$ cat src/hdl/sdh_pkg.sv
// Shared types, constants and helper functions of the size and date histogram.
package sdh_pkg;

   localparam int unsigned SIZE_CLASSES_DEF = 256;
   localparam int unsigned DATE_CLASSES_DEF = 1024;
   localparam int unsigned QUEUE_DEPTH_DEF  = 2;

   // Class numbers are carried at the width of the largest supported class count.
   localparam int unsigned CLS_W = 12;

   localparam int unsigned STEP_W = 23;
   localparam logic [STEP_W-1:0] SIZE_STEP = 23'd5242880;
   localparam logic [STEP_W-1:0] DATE_STEP = 23'd2629800;

   // A size class is 5 MiB: a shift by 20 followed by a divide by five.
   localparam int unsigned SIZE_SHIFT = 20;
   localparam logic [2:0]  SIZE_DIV   = 3'd5;

   localparam logic [1:0] REQ_ADD       = 2'd0;
   localparam logic [1:0] REQ_READ_SIZE = 2'd1;
   localparam logic [1:0] REQ_READ_DATE = 2'd2;

   localparam logic [1:0] STATUS_DONE  = 2'd0;
   localparam logic [1:0] STATUS_CHILD = 2'd1;
   localparam logic [1:0] STATUS_RANGE = 2'd2;

   typedef enum logic [2:0] {
      OP_ADD,
      OP_SKIP,
      OP_READ_SIZE,
      OP_READ_DATE,
      OP_BAD
   } op_type;

   typedef struct packed {
      op_type            op;
      logic [39:0]       file_size;
      logic [CLS_W-1:0]  size_cls;
      logic [CLS_W-1:0]  date_cls;
      logic [31:0]       base;
   } entry_type;

   typedef struct packed {
      logic [63:0] sum;
      logic [31:0] count;
   } bin_type;

   function automatic logic [63:0] sat_add64(input logic [63:0] a, input logic [63:0] b);
      logic [64:0] s;
      s = {1'b0, a} + {1'b0, b};
      return s[64] ? {64{1'b1}} : s[63:0];
   endfunction

   function automatic logic [31:0] sat_inc32(input logic [31:0] a);
      return (a == {32{1'b1}}) ? a : a + 32'd1;
   endfunction

endpackage

$ cat src/hdl/sdh_queue.sv
// Short FIFO of classified requests between the front end and the back end.
module sdh_queue #(
   parameter int unsigned DEPTH = 2
) (
   input  logic               clock,
   input  logic               reset,
   input  logic               push,
   input  sdh_pkg::entry_type push_data,
   output logic               full,
   input  logic               pop,
   output logic               empty,
   output sdh_pkg::entry_type head
);
   import sdh_pkg::*;

   localparam int unsigned PTR_W = $clog2(DEPTH);
   localparam int unsigned CNT_W = $clog2(DEPTH + 1);

   entry_type        mem_ff [DEPTH];
   logic [PTR_W-1:0] wr_ptr_ff, wr_ptr_in;
   logic [PTR_W-1:0] rd_ptr_ff, rd_ptr_in;
   logic [CNT_W-1:0] count_ff, count_in;

   always_comb begin
      wr_ptr_in = wr_ptr_ff;
      rd_ptr_in = rd_ptr_ff;
      count_in  = count_ff;
      if (push) begin
         wr_ptr_in = (wr_ptr_ff == PTR_W'(DEPTH - 1)) ? '0 : wr_ptr_ff + 1'b1;
      end
      if (pop) begin
         rd_ptr_in = (rd_ptr_ff == PTR_W'(DEPTH - 1)) ? '0 : rd_ptr_ff + 1'b1;
      end
      if (push && !pop) begin
         count_in = count_ff + 1'b1;
      end else if (pop && !push) begin
         count_in = count_ff - 1'b1;
      end
   end

   always_ff @(posedge clock) begin
      if (reset) begin
         wr_ptr_ff <= '0;
         rd_ptr_ff <= '0;
         count_ff  <= '0;
      end else begin
         wr_ptr_ff <= wr_ptr_in;
         rd_ptr_ff <= rd_ptr_in;
         count_ff  <= count_in;
      end
   end

   always_ff @(posedge clock) begin
      if (push) begin
         mem_ff[wr_ptr_ff] <= push_data;
      end
   end

   assign full  = (count_ff == CNT_W'(DEPTH));
   assign empty = (count_ff == '0);
   assign head  = mem_ff[rd_ptr_ff];

   assert property (@(posedge clock) disable iff (reset) !(push && full))
      else $error("queue written while full");

endmodule

$ cat config.mk
export PLATFORM = sky130hd
export DESIGN_NAME = sdh_queue
export DESIGN_NICKNAME = d
export VERILOG_FILES = /design/src/hdl/sdh_pkg.sv /design/src/hdl/sdh_queue.sv
export SDC_FILE = /design/constraint.sdc
export NUM_CORES = 1
export LEC_CHECK = 0
export ABC_AREA = 1
export BUFFER_PORTS_ARGS = -buffer_cell sky130_fd_sc_hd__buf_2
export CAP_MARGIN = 5
export CORE_ASPECT_RATIO = 0.75
export CORE_MARGIN = 2
export CORE_UTILIZATION = 52
export CTS_BUF_LIST = sky130_fd_sc_hd__clkbuf_4 sky130_fd_sc_hd__clkbuf_8 sky130_fd_sc_hd__clkbuf_16
export DETAILED_ROUTE_END_ITERATION = 8
export GPL_ROUTABILITY_DRIVEN = 0
export HOLD_SLACK_MARGIN = 0.12
export PLACE_DENSITY = 0.84
export SYNTH_ARGS = -nofsm -noshare
export SYNTH_HDL_FRONTEND = slang
export SYNTH_SLANG_ARGS = --single-unit
$ cat constraint.sdc
create_clock -name clock -period 7.85 [get_ports clock]
set_clock_uncertainty 0.2 [all_clocks]
set_input_delay 1.57 -clock clock [delete_from_list [all_inputs] [get_ports clock]]
set_output_delay 1.57 -clock clock [all_outputs]
set_load 0.01 [all_outputs]
==> impl_metrics.py <==
metrics = {
    "power": {
        "leakagePower_nw": 3.54,
        "pwr-share-seq_pct": 52.4,
        "p_comb_share_pct": 9.6,
        "switching_share_pct": 20.8,
        "power.internal_mw": 1.93,
        "p_per_area_nw_per_um2": 263,
        "vdd_drop_max_v": 0.000224,
        "power_mw": 2.44,
        "power_frac_clock_pct": 38.0,
        "p_switching_mw": 0.507,
    },
    "synth": {
        "yosysTopAreaCell": "edfxtp_1",
        "syn_inst": 341,
        "ys_types": 16,
        "syn_area_um2": 7400,
        "async_flop_share_pct": 0,
        "synth_top_area_share_pct": 80.4,
        "synth_area_leaders": "edfxtp_1 80%, mux2_2 14%, mux2_4 2.0%",
        "synth-seq-cells": 203,
        "avgSynthCellArea_um2": 21.7,
        "synth_edf_count": 198,
        "synthFlopType": "edfxtp_1",
        "ys_seq_area_share_pct": 81.7,
        "yosysWarnings": 0,
        "synthesis.nets": 445,
    },
    "clock_tree": {
        "clockRootBuffer": "clkbuf_16",
        "cts.clk_slew.worst_paths_ps": 60,
        "holdBufCountCts": 0,
        "cts_buffer_depth": 3,
        "cts_buffers": 20,
        "cts.sinks": 203,
        "ctsResizeCount": 0,
        "clock_latency_ps": 470,
        "cts.htree.levels": 1,
        "postCtsSetupRepairBufs": 0,
        "cts_tree": "done",
    },
    "run_status": {
        "status": "finished clean",
    },
    "global_route": {
        "globalRouteTotalUtil_pct": 17.1,
        "grt_pass1_wl_mm": 20.2,
        "grt_pass1_vias": 3961,
        "grt_overflow": 0,
        "grt_start_max_net_pins": 57,
        "antenna_found_initial": 1,
    },
    "job": {
        "drv_cap": 0,
    },
    "floorplanning": {
        "dieHeight_um": 107,
        "start_util_pct": 53.6,
        "std_cell_rows": 37,
        "die-area_um2": 15200,
        "core_area_um2": 13800,
        "die_x_um": 142,
        "ioPinCount": 204,
    },
    "drt": {
        "drt_iter0_markers": 174,
        "vias": 3797,
        "wl_mm": 13.4,
        "via_per_inst": 5.08,
        "postRouteAntennaNets": 0,
        "drc": 0,
        "wl_per_cell_um": 17.9,
        "drtPass1Iterations": 4,
    },
    "final_layout": {
        "final_common_cell": "buf_2",
        "area_growth_pct": 25.1,
        "nNetsFinal": 663,
        "fin_cells": 747,
        "final_area_um2": 9250,
        "final_util_pct": 67.1,
        "antenna_cells": 0,
        "nFillCells": 943,
        "drive_gt1_share_pct": 60.0,
        "final_cell_mix": "203 x buf_2, 198 x edfxtp_1, 89 x mux2_2, 21 x clkbuf_16, 10 x mux2_4",
    },
    "timing": {
        "finalHoldViolations": 0,
        "slew_viol_final": 0,
        "grt_setup_unrepaired": "false",
        "fin_crit_ps": 4290,
        "final-setup-viol-count": 0,
        "hold_ws_ps": 324,
        "tightest_slew_ps": 770,
        "timing.fmax_ghz": 0.233,
        "post-route-period-util_pct": 54.6,
        "fin_ws_ps": 3560,
        "finalSetupTns_ps": 0,
        "slew_headroom_pct": 48.7,
    },
    "placed_design": {
        "placed_area_um2": 8600,
        "port_buffers": 203,
        "post-place-ws_ps": 4010,
        "placed_cells": 712,
        "dp_hpwl_mm": 8.81,
    },
    "worst_setup_path": {
        "cp-end-kind": "primary output",
        "path_max_fanout": 56,
        "critPathRequiredTime_ps": 6080,
        "critPathKind": "flip-flop to primary output",
        "cp_data_arrival_time_ps": 2520,
        "start_kind": "flip-flop",
    },
    "hold_path": {
        "min_path_type": "flip-flop to flip-flop",
    },
}
[worst max-delay path: stages, from the launching register on]
cell and delay [ps]:
dfxtp_4 720, buf_4 730, mux2_2 430, buf_2 140
[worst paths after layout]
path              startpoint  slack, ps  depth (start not counted)       endpoint
setup / recovery   flip-flop       3560                          3       head[23]
hold / removal     rd_ptr_ff        320                          2      rd_ptr_ff
setup reg to reg   wr_ptr_ff       5580                          3  mem_ff[1][65]
hold reg to reg    rd_ptr_ff        320                          2      rd_ptr_ff
[cells in the mapped netlist, types with 3 or more instances]
| cell | n |
|---|---|
| buf_2 | 8 |
| buf_6 | 3 |
| dfxtp_1 | 5 |
| edfxtp_1 | 198 |
| inv_1 | 9 |
| mux2_2 | 89 |
| mux2_4 | 10 |
| nand2_1 | 5 |
| nor2_1 | 7 |
[layout make-up]
type / instances / area [µm²] / share of cell area [%]
tap: 175 / 219 / 2.37
sequential: 203 / 6050 / 65.4
timing repair buffer: 207 / 1050 / 11.3
clock inverter: 5 / 51.3 / 0.554
inverter: 9 / 36.3 / 0.392
clock buffer: 30 / 599 / 6.48
multi-input combinational: 118 / 1250 / 13.5
[sequential cells by signal (all words and copies together) (netlist names), named ones only]
| signal | cells |
|---|---|
| rd_ptr_ff | 1 |
| count_ff | 2 |
| mem_ff | 198 |
| wr_ptr_ff | 1 |
[metal layers]
metal  track usage, %  vias up  routed length, µm
met5                0        -                 12
met4             4.43        2                245
met3             4.80       26               1100
met2             29.0      161               6500
met1             22.2     1836               5500
li1                 -     1772                  -
[cells by family (layout without fill, tap and decap cells)]
family / Yosys count / after routing / synth area share [%]
multiplexers: 99 / 99 / 15.6
adder cells (fa/ha/maj): 1 / 1 / 0.169
flip-flops: 203 / 203 / 81.7
buffers and inverters: 20 / 251 / 1.45
AO/OA/AOI/OAI: 2 / 2 / 0.135
XOR/XNOR: 1 / 1 / 0.118
AND/OR/NAND/NOR: 15 / 15 / 0.829
[power by group through the flow]
stage | registers, mW | clock network (mW) | logic [mW]
final | 1.28 | 0.926 | 0.235
after detailed placement | 1.30 | 0 | 0.237
after global placement | 1.30 | 0 | 0.228
after CTS | 1.28 | 0.949 | 0.238
after floorplan | 1.29 | 0 | 0.144
after global routing | 1.28 | 0.989 | 0.254
No activity file was read; power rests on OpenSTA's default activity.
