===== src/hdl/sdh_pkg.sv =====
// Shared types, constants and helper functions of the size and date histogram.
package sdh_pkg;

   localparam int unsigned SIZE_CLASSES_DEF = 256;
   localparam int unsigned DATE_CLASSES_DEF = 1024;
   localparam int unsigned QUEUE_DEPTH_DEF  = 2;

   // Class numbers are carried at the width of the largest supported class count.
   localparam int unsigned CLS_W = 12;

   localparam int unsigned STEP_W = 23;
   localparam logic [STEP_W-1:0] SIZE_STEP = 23'd5242880;
   localparam logic [STEP_W-1:0] DATE_STEP = 23'd2629800;

   // A size class is 5 MiB: a shift by 20 followed by a divide by five.
   localparam int unsigned SIZE_SHIFT = 20;
   localparam logic [2:0]  SIZE_DIV   = 3'd5;

   localparam logic [1:0] REQ_ADD       = 2'd0;
   localparam logic [1:0] REQ_READ_SIZE = 2'd1;
   localparam logic [1:0] REQ_READ_DATE = 2'd2;

   localparam logic [1:0] STATUS_DONE  = 2'd0;
   localparam logic [1:0] STATUS_CHILD = 2'd1;
   localparam logic [1:0] STATUS_RANGE = 2'd2;

   typedef enum logic [2:0] {
      OP_ADD,
      OP_SKIP,
      OP_READ_SIZE,
      OP_READ_DATE,
      OP_BAD
   } op_type;

   typedef struct packed {
      op_type            op;
      logic [39:0]       file_size;
      logic [CLS_W-1:0]  size_cls;
      logic [CLS_W-1:0]  date_cls;
      logic [31:0]       base;
   } entry_type;

   typedef struct packed {
      logic [63:0] sum;
      logic [31:0] count;
   } bin_type;

   function automatic logic [63:0] sat_add64(input logic [63:0] a, input logic [63:0] b);
      logic [64:0] s;
      s = {1'b0, a} + {1'b0, b};
      return s[64] ? {64{1'b1}} : s[63:0];
   endfunction

   function automatic logic [31:0] sat_inc32(input logic [31:0] a);
      return (a == {32{1'b1}}) ? a : a + 32'd1;
   endfunction

endpackage


===== src/hdl/sdh_front.sv =====
// Front end: takes a request, works out its size and date classes and queues it.
module sdh_front #(
   parameter int unsigned SIZE_CLASSES = 256,
   parameter int unsigned DATE_CLASSES = 1024
) (
   input  logic                clock,
   input  logic                reset,
   input  logic                take,
   input  logic [1:0]          req_type,
   input  logic                req_is_child,
   input  logic [39:0]         req_file_size,
   input  logic [30:0]         req_mod_time,
   input  logic [9:0]          req_bucket_index,
   output logic                front_busy,
   output logic                push,
   output sdh_pkg::entry_type  push_data,
   input  logic                full
);
   import sdh_pkg::*;

   // Reciprocals are chosen so that the estimate is exact or one low.
   localparam int unsigned M5_SHIFT = 24;
   localparam logic [21:0] M5 = 22'((64'd1 << M5_SHIFT) / 64'(SIZE_DIV));
   localparam int unsigned MD_SHIFT = 52;
   localparam logic [30:0] MD = 31'((64'd1 << MD_SHIFT) / 64'(DATE_STEP));

   typedef enum logic [1:0] {F_IDLE, F_MUL, F_EST, F_PUSH} fstate_type;

   fstate_type  state_ff, state_in;
   logic [1:0]  type_ff, type_in;
   logic        child_ff, child_in;
   logic [39:0] size_ff, size_in;
   logic [30:0] time_ff, time_in;
   logic [9:0]  idx_ff, idx_in;
   logic [41:0] prod_s_ff, prod_s_in;
   logic [61:0] prod_d_ff, prod_d_in;
   logic [17:0] qs_ff, qs_in;
   logic [20:0] qs5_ff, qs5_in;
   logic [9:0]  qd_ff, qd_in;
   logic [31:0] qdd_ff, qdd_in;
   logic [31:0] base_ff, base_in;

   logic [19:0]       size_hi;
   logic [STEP_W-1:0] step_sel;
   logic [32:0]       base_prod;
   logic [20:0]       rem_s;
   logic [31:0]       rem_d;
   logic [17:0]       qs_fix;
   logic [9:0]        qd_fix;
   logic [CLS_W-1:0]  qs_clamp;
   logic [CLS_W-1:0]  qd_clamp;
   logic              size_idx_ok;
   logic              date_idx_ok;
   op_type            op;

   assign size_hi = size_ff[39:SIZE_SHIFT];

   always_comb begin
      state_in  = state_ff;
      type_in   = type_ff;
      child_in  = child_ff;
      size_in   = size_ff;
      time_in   = time_ff;
      idx_in    = idx_ff;
      prod_s_in = prod_s_ff;
      prod_d_in = prod_d_ff;
      qs_in     = qs_ff;
      qs5_in    = qs5_ff;
      qd_in     = qd_ff;
      qdd_in    = qdd_ff;
      base_in   = base_ff;
      push      = 1'b0;

      step_sel  = (type_ff == REQ_READ_SIZE) ? SIZE_STEP : DATE_STEP;
      base_prod = {23'b0, idx_ff} * {10'b0, step_sel};

      rem_s  = {1'b0, size_hi} - qs5_ff;
      qs_fix = qs_ff + ((rem_s >= 21'(SIZE_DIV)) ? 18'd1 : 18'd0);
      rem_d  = {1'b0, time_ff} - qdd_ff;
      qd_fix = qd_ff + ((rem_d >= {9'b0, DATE_STEP}) ? 10'd1 : 10'd0);

      qs_clamp = (qs_fix > 18'(SIZE_CLASSES - 1)) ? CLS_W'(SIZE_CLASSES - 1) : qs_fix[CLS_W-1:0];
      qd_clamp = ({2'b0, qd_fix} > CLS_W'(DATE_CLASSES - 1)) ?
                 CLS_W'(DATE_CLASSES - 1) : {2'b0, qd_fix};

      size_idx_ok = ({3'b0, idx_ff} < 13'(SIZE_CLASSES));
      date_idx_ok = ({3'b0, idx_ff} < 13'(DATE_CLASSES));

      unique case (type_ff)
         REQ_ADD:       op = child_ff ? OP_SKIP : OP_ADD;
         REQ_READ_SIZE: op = size_idx_ok ? OP_READ_SIZE : OP_BAD;
         REQ_READ_DATE: op = date_idx_ok ? OP_READ_DATE : OP_BAD;
         default:       op = OP_BAD;
      endcase

      push_data.op        = op;
      push_data.file_size = size_ff;
      push_data.size_cls  = (op == OP_READ_SIZE) ? {2'b0, idx_ff} : qs_clamp;
      push_data.date_cls  = (op == OP_READ_DATE) ? {2'b0, idx_ff} : qd_clamp;
      push_data.base      = (op == OP_READ_SIZE || op == OP_READ_DATE) ? base_ff : 32'd0;

      unique case (state_ff)
         F_IDLE: begin
            if (take) begin
               type_in  = req_type;
               child_in = req_is_child;
               size_in  = req_file_size;
               time_in  = req_mod_time;
               idx_in   = req_bucket_index;
               state_in = F_MUL;
            end
         end
         F_MUL: begin
            prod_s_in = {22'b0, size_hi} * {20'b0, M5};
            prod_d_in = {31'b0, time_ff} * {31'b0, MD};
            state_in  = F_EST;
         end
         F_EST: begin
            qs_in    = prod_s_ff[41:M5_SHIFT];
            qs5_in   = ({3'b0, prod_s_ff[41:M5_SHIFT]} << 2) + {3'b0, prod_s_ff[41:M5_SHIFT]};
            qd_in    = prod_d_ff[61:MD_SHIFT];
            qdd_in   = 32'({23'b0, prod_d_ff[61:MD_SHIFT]} * {10'b0, DATE_STEP});
            base_in  = base_prod[32] ? 32'hFFFF_FFFF : base_prod[31:0];
            state_in = F_PUSH;
         end
         F_PUSH: begin
            if (!full) begin
               push     = 1'b1;
               state_in = F_IDLE;
            end
         end
         default: state_in = F_IDLE;
      endcase
   end

   always_ff @(posedge clock) begin
      if (reset) begin
         state_ff <= F_IDLE;
      end else begin
         state_ff  <= state_in;
         type_ff   <= type_in;
         child_ff  <= child_in;
         size_ff   <= size_in;
         time_ff   <= time_in;
         idx_ff    <= idx_in;
         prod_s_ff <= prod_s_in;
         prod_d_ff <= prod_d_in;
         qs_ff     <= qs_in;
         qs5_ff    <= qs5_in;
         qd_ff     <= qd_in;
         qdd_ff    <= qdd_in;
         base_ff   <= base_in;
      end
   end

   assign front_busy = (state_ff != F_IDLE);

endmodule


===== config.mk =====
export PLATFORM = sky130hd
export DESIGN_NAME = sdh_front
export DESIGN_NICKNAME = d
export VERILOG_FILES = /design/src/hdl/sdh_pkg.sv /design/src/hdl/sdh_front.sv
export SDC_FILE = /design/constraint.sdc
export NUM_CORES = 2
export LEC_CHECK = 0
export ABC_AREA = 1
export BUFFER_PORTS_ARGS = -buffer_cell sky130_fd_sc_hd__buf_2
export CORE_ASPECT_RATIO = 0.75
export CORE_UTILIZATION = 50
export DETAILED_ROUTE_END_ITERATION = 6
export HOLD_SLACK_MARGIN = 0.12
export MAX_ROUTING_LAYER = met4
export PLACE_DENSITY = 0.81
export SYNTH_ARGS = -nofsm -noshare
export SYNTH_HDL_FRONTEND = slang
export SYNTH_SLANG_ARGS = --single-unit

===== constraint.sdc =====
create_clock -name clock -period 5.68 [get_ports clock]
set_input_delay 1.136 -clock clock [delete_from_list [all_inputs] [get_ports clock]]
set_output_delay 1.136 -clock clock [all_outputs]
set_load 0.03 [all_outputs]

==> parameters.txt <==
Parameter                              Value

Floorplanning
  Full die area ... 78,900 um2
  Die outline height ... 243 um
  Row cnt ... 88
  I/O pins ... 189
  Initial cell density of the core ... 0.505
  DIE WIDTH ... 324 um
  Core footprint ... 77,000 um2

Yosys
  #FFs+latches synth ... 218
  Gate Count Post-Synth ... 4,643
  Number of distinct library cells after synthesis ... 48
  Avg Inst Size Synth ... 8.37 um2
  Yosys warning count ... 0
  Dominant synthesized flop cell ... sky130_fd_sc_hd__edfxtp_1
  Number of enable flip-flop cells after synthesis ... 216
  Share of the yosys chip area belonging to registers ... 0.168
  Combined area of all synthesized cells ... 38,900 um2
  Ys async rst share ... 0

Detailed routing
  Wire length on met3 ... 11.5 mm
  Count of unresolved DRC violations after routing ... 1
  Amount of wire on met2 after detailed routing ... 52.6 mm
  Count of nets left with antenna violations after detail routing ... 0
  First DRT Iteration DRCs ... 2,987
  Top Layer Used ... met4
  Routed via count divided by cell count ... 5.31
  Mean routed wirelength per cell ... 19.1 um
  Post-route met1 wirelength ... 53.8 mm
  Drt total wl ... 122 mm
  Number of vias in the routed layout ... 33,745
  Length of the first detailed-routing pass in iterations ... 7

Run
  # Max-Cap Violations ... 0

Global route
  Pin count of the biggest net entering global routing ... 51
  Vias in the first global route ... 33,643
  First-pass GRT wire length ... 182 mm
  Global Route Usage Sum ... 0.308
  Global route total overflow ... 0
  Initial antenna violation count ... 3

Finish
  Synth-to-layout area growth ... 26.0%
  Most used cells in the layout excluding fill and tap cells ... sky130_fd_sc_hd__inv_1, sky130_fd_sc_hd__ha_1, sky130_fd_sc_hd__nand2_1, sky130_fd_sc_hd__buf_4, sky130_fd_sc_hd__fa_1
  Fraction of layout cells with a size suffix above 1 ... 0.238
  Fin util ... 0.637
  # nets final ... 6,593
  Most common cell after layout, fill and taps aside ... sky130_fd_sc_hd__inv_1
  FILL cells ... 6,043

Timing
  Final count of negative-setup-slack endpoints ... 31
  Worst hold slack across all endpoints ... 477 ps
  Final-report hold violation count ... 0
  Setup repair after global routing missed its margin ... true
  Final worst clock skew ... 55.4 ps
  Tmin final ... 6210 ps
  Final clock period utilization by the worst path ... 1.09
  Maximum achievable frequency ... 161 MHz
  Max-slew headroom at the worst pin ... 0.292
  PnR worst setup slack ... -529 ps
  Final Slew Violations ... 0
  Worst Tran Pin Value ... 1060 ps

Placement
  DPL Wire Length ... 97.8 mm
  Number of port buffers ... 182
  Final RePlAce weighted congestion ... 1.05

Setup path
  Launch point of the worst reg-to-reg path ... time_ff[2]
  Critical Path Fanout Max ... 4
  Arrival time worst endpoint ... 6550 ps
  Start point of the critical path ... time_ff[2]
  Setup CP Type ... flip-flop to flip-flop
  Sort of element at the end of the critical path ... flip-flop
  Required time reported for the critical path endpoint ... 6020 ps
  Startpoint Class ... flip-flop

Outcome
  Violated checks ... DRC, setup timing
  Run status ... finished, violations left

Min path
  Worst min path class ... flip-flop to flip-flop
  Startpoint of the worst hold path ... prod_s_ff[24]

Clock tree
  Depth of the CTS H-tree ... 1
  Worst skew pair latency ... 630 ps
  Buffer levels on the longest clock path ... 3
  Count of clock tree sinks ... 218
  Inserted Clock Buffers ... 28
  Clock-pin transition on the worst setup and hold timing paths ... 80 ps
  Root Driver ... sky130_fd_sc_hd__clkbuf_16
  CTS tree ... done
[routing by layer]
layer	up-vias	track usage
li1	15979	-
met1	16175	0.421
met2	1332	0.445
met3	259	0.0914
met4	0	0.0759
met5	-	-
[state kept, by name, indices dropped and copies added, names as in the netlist]
| signal | flops |
|---|---|
| base_ff | 30 |
| child_ff | 1 |
| idx_ff | 10 |
| prod_d_ff | 10 |
| prod_s_ff | 18 |
| qd_ff | 10 |
| qdd_ff | 27 |
| qs5_ff | 19 |
| qs_ff | 18 |
| size_ff | 40 |
| state_ff | 2 |
| time_ff | 31 |
| type_ff | 2 |
[layout make-up]
type / instances / area [um2] / area share
diodes: 6 / 15.0 / 0.000306
clock buffers: 30 / 708 / 0.0145
clock inverters: 22 / 294 / 0.00600
inverters: 1235 / 4650 / 0.0948
multi-input cells: 3177 / 31000 / 0.632
flip-flops and latches: 218 / 6530 / 0.133
well taps: 1035 / 1290 / 0.0264
repair buffers: 629 / 4520 / 0.0923
[cell families (layout without fill, tap and decap cells)]
kind of cell / Yosys count / in the layout / share of synthesized area
AND/OR/NAND/NOR: 1380 / 1380 / 0.148
buffers and inverters: 1258 / 1916 / 0.122
other: 2 / 18 / 0.000193
adder cells (fa/ha/maj): 1216 / 1216 / 0.469
XOR/XNOR: 110 / 110 / 0.0248
AO/OA/AOI/OAI: 459 / 459 / 0.0675
flip-flops: 218 / 218 / 0.168
[per-stage QoR]
step	worst slack, ps	cell area, um2	setup TNS (ps)	cells
CTS	-445	47000	-3670	6306
floorplan	-98.1	39200	-215	4653
global route	-680	49000	-11510	6349
finish	-529	49000	-5820	6352
global placement	-588	43900	-5810	6192
detailed placement	-590	43900	-6200	6192
[synth_stat cells (3+ instances only)]
cell	count	area share
sky130_fd_sc_hd__o21a_1	15	0.0029
sky130_fd_sc_hd__nor4_1	10	0.0016
sky130_fd_sc_hd__o211ai_1	7	0.0014
sky130_fd_sc_hd__o21ai_0	128	0.016
sky130_fd_sc_hd__edfxtp_1	216	0.17
sky130_fd_sc_hd__a21o_1	36	0.0070
sky130_fd_sc_hd__or2_2	8	0.0013
sky130_fd_sc_hd__nor2_4	3	0.00087
sky130_fd_sc_hd__nor2_1	336	0.032
sky130_fd_sc_hd__nor3_1	39	0.0050
sky130_fd_sc_hd__o21ai_1	3	0.00039
sky130_fd_sc_hd__xnor2_1	31	0.0070
sky130_fd_sc_hd__xor2_1	79	0.018
sky130_fd_sc_hd__ha_1	814	0.26
sky130_fd_sc_hd__a31oi_1	23	0.0037
sky130_fd_sc_hd__o31ai_1	3	0.00058
sky130_fd_sc_hd__o21bai_1	20	0.0039
sky130_fd_sc_hd__a211oi_1	5	0.00097
sky130_fd_sc_hd__a21oi_1	195	0.025
sky130_fd_sc_hd__inv_1	1234	0.12
sky130_fd_sc_hd__nand3b_1	17	0.0033
sky130_fd_sc_hd__o2111ai_1	4	0.00090
sky130_fd_sc_hd__nand2_1	734	0.071
sky130_fd_sc_hd__clkbuf_1	12	0.0012
sky130_fd_sc_hd__nand4_1	52	0.0084
sky130_fd_sc_hd__nand3_1	161	0.021
sky130_fd_sc_hd__a21boi_0	7	0.0014
sky130_fd_sc_hd__fa_1	402	0.21
sky130_fd_sc_hd__buf_4	9	0.0017
sky130_fd_sc_hd__nor2_2	3	0.00048
sky130_fd_sc_hd__a21boi_1	4	0.00077
sky130_fd_sc_hd__and2_1	8	0.0013
[critical path: stages (launching register included)]
cell                       delay [ps]
sky130_fd_sc_hd__edfxtp_1         540
sky130_fd_sc_hd__ha_4             340
sky130_fd_sc_hd__inv_2             40
sky130_fd_sc_hd__fa_1             570
sky130_fd_sc_hd__inv_2             50
sky130_fd_sc_hd__fa_1             500
sky130_fd_sc_hd__inv_1             50
sky130_fd_sc_hd__fa_1             450
sky130_fd_sc_hd__fa_1             500
sky130_fd_sc_hd__inv_2             40
sky130_fd_sc_hd__fa_1             460
sky130_fd_sc_hd__fa_1             540
sky130_fd_sc_hd__fa_2             480
sky130_fd_sc_hd__ha_4             370
sky130_fd_sc_hd__nand2_4          100
sky130_fd_sc_hd__o21ai_2          130
sky130_fd_sc_hd__nand2_1           60
sky130_fd_sc_hd__o211ai_1         160
sky130_fd_sc_hd__nand2_1          130
sky130_fd_sc_hd__a21oi_2          220
sky130_fd_sc_hd__nor3_2            70
sky130_fd_sc_hd__nand3_1           70
sky130_fd_sc_hd__nand2_1           50
[path summary, 6_finish.rpt]
check | slack, ps | cells past startpoint | to
max | -530 | 22 | prod_d_ff[60]
min | 480 | 0 | qs_ff[0]
max reg2reg | -530 | 22 | prod_d_ff[60]
min reg2reg | 480 | 0 | qs_ff[0]
[what timing repair did]
item,CTS,global route
endpoints found under the setup margin,37,75
cloned,0,0
hold buffers,0,0
endpoints found under the hold margin,0,0
resized for setup,342,394
setup buffers,62,42
pin swaps,151,191
Power is left out: the tool's default activity adds up to more than one toggle a clock period on the data nets, which glitch-free logic cannot reach.
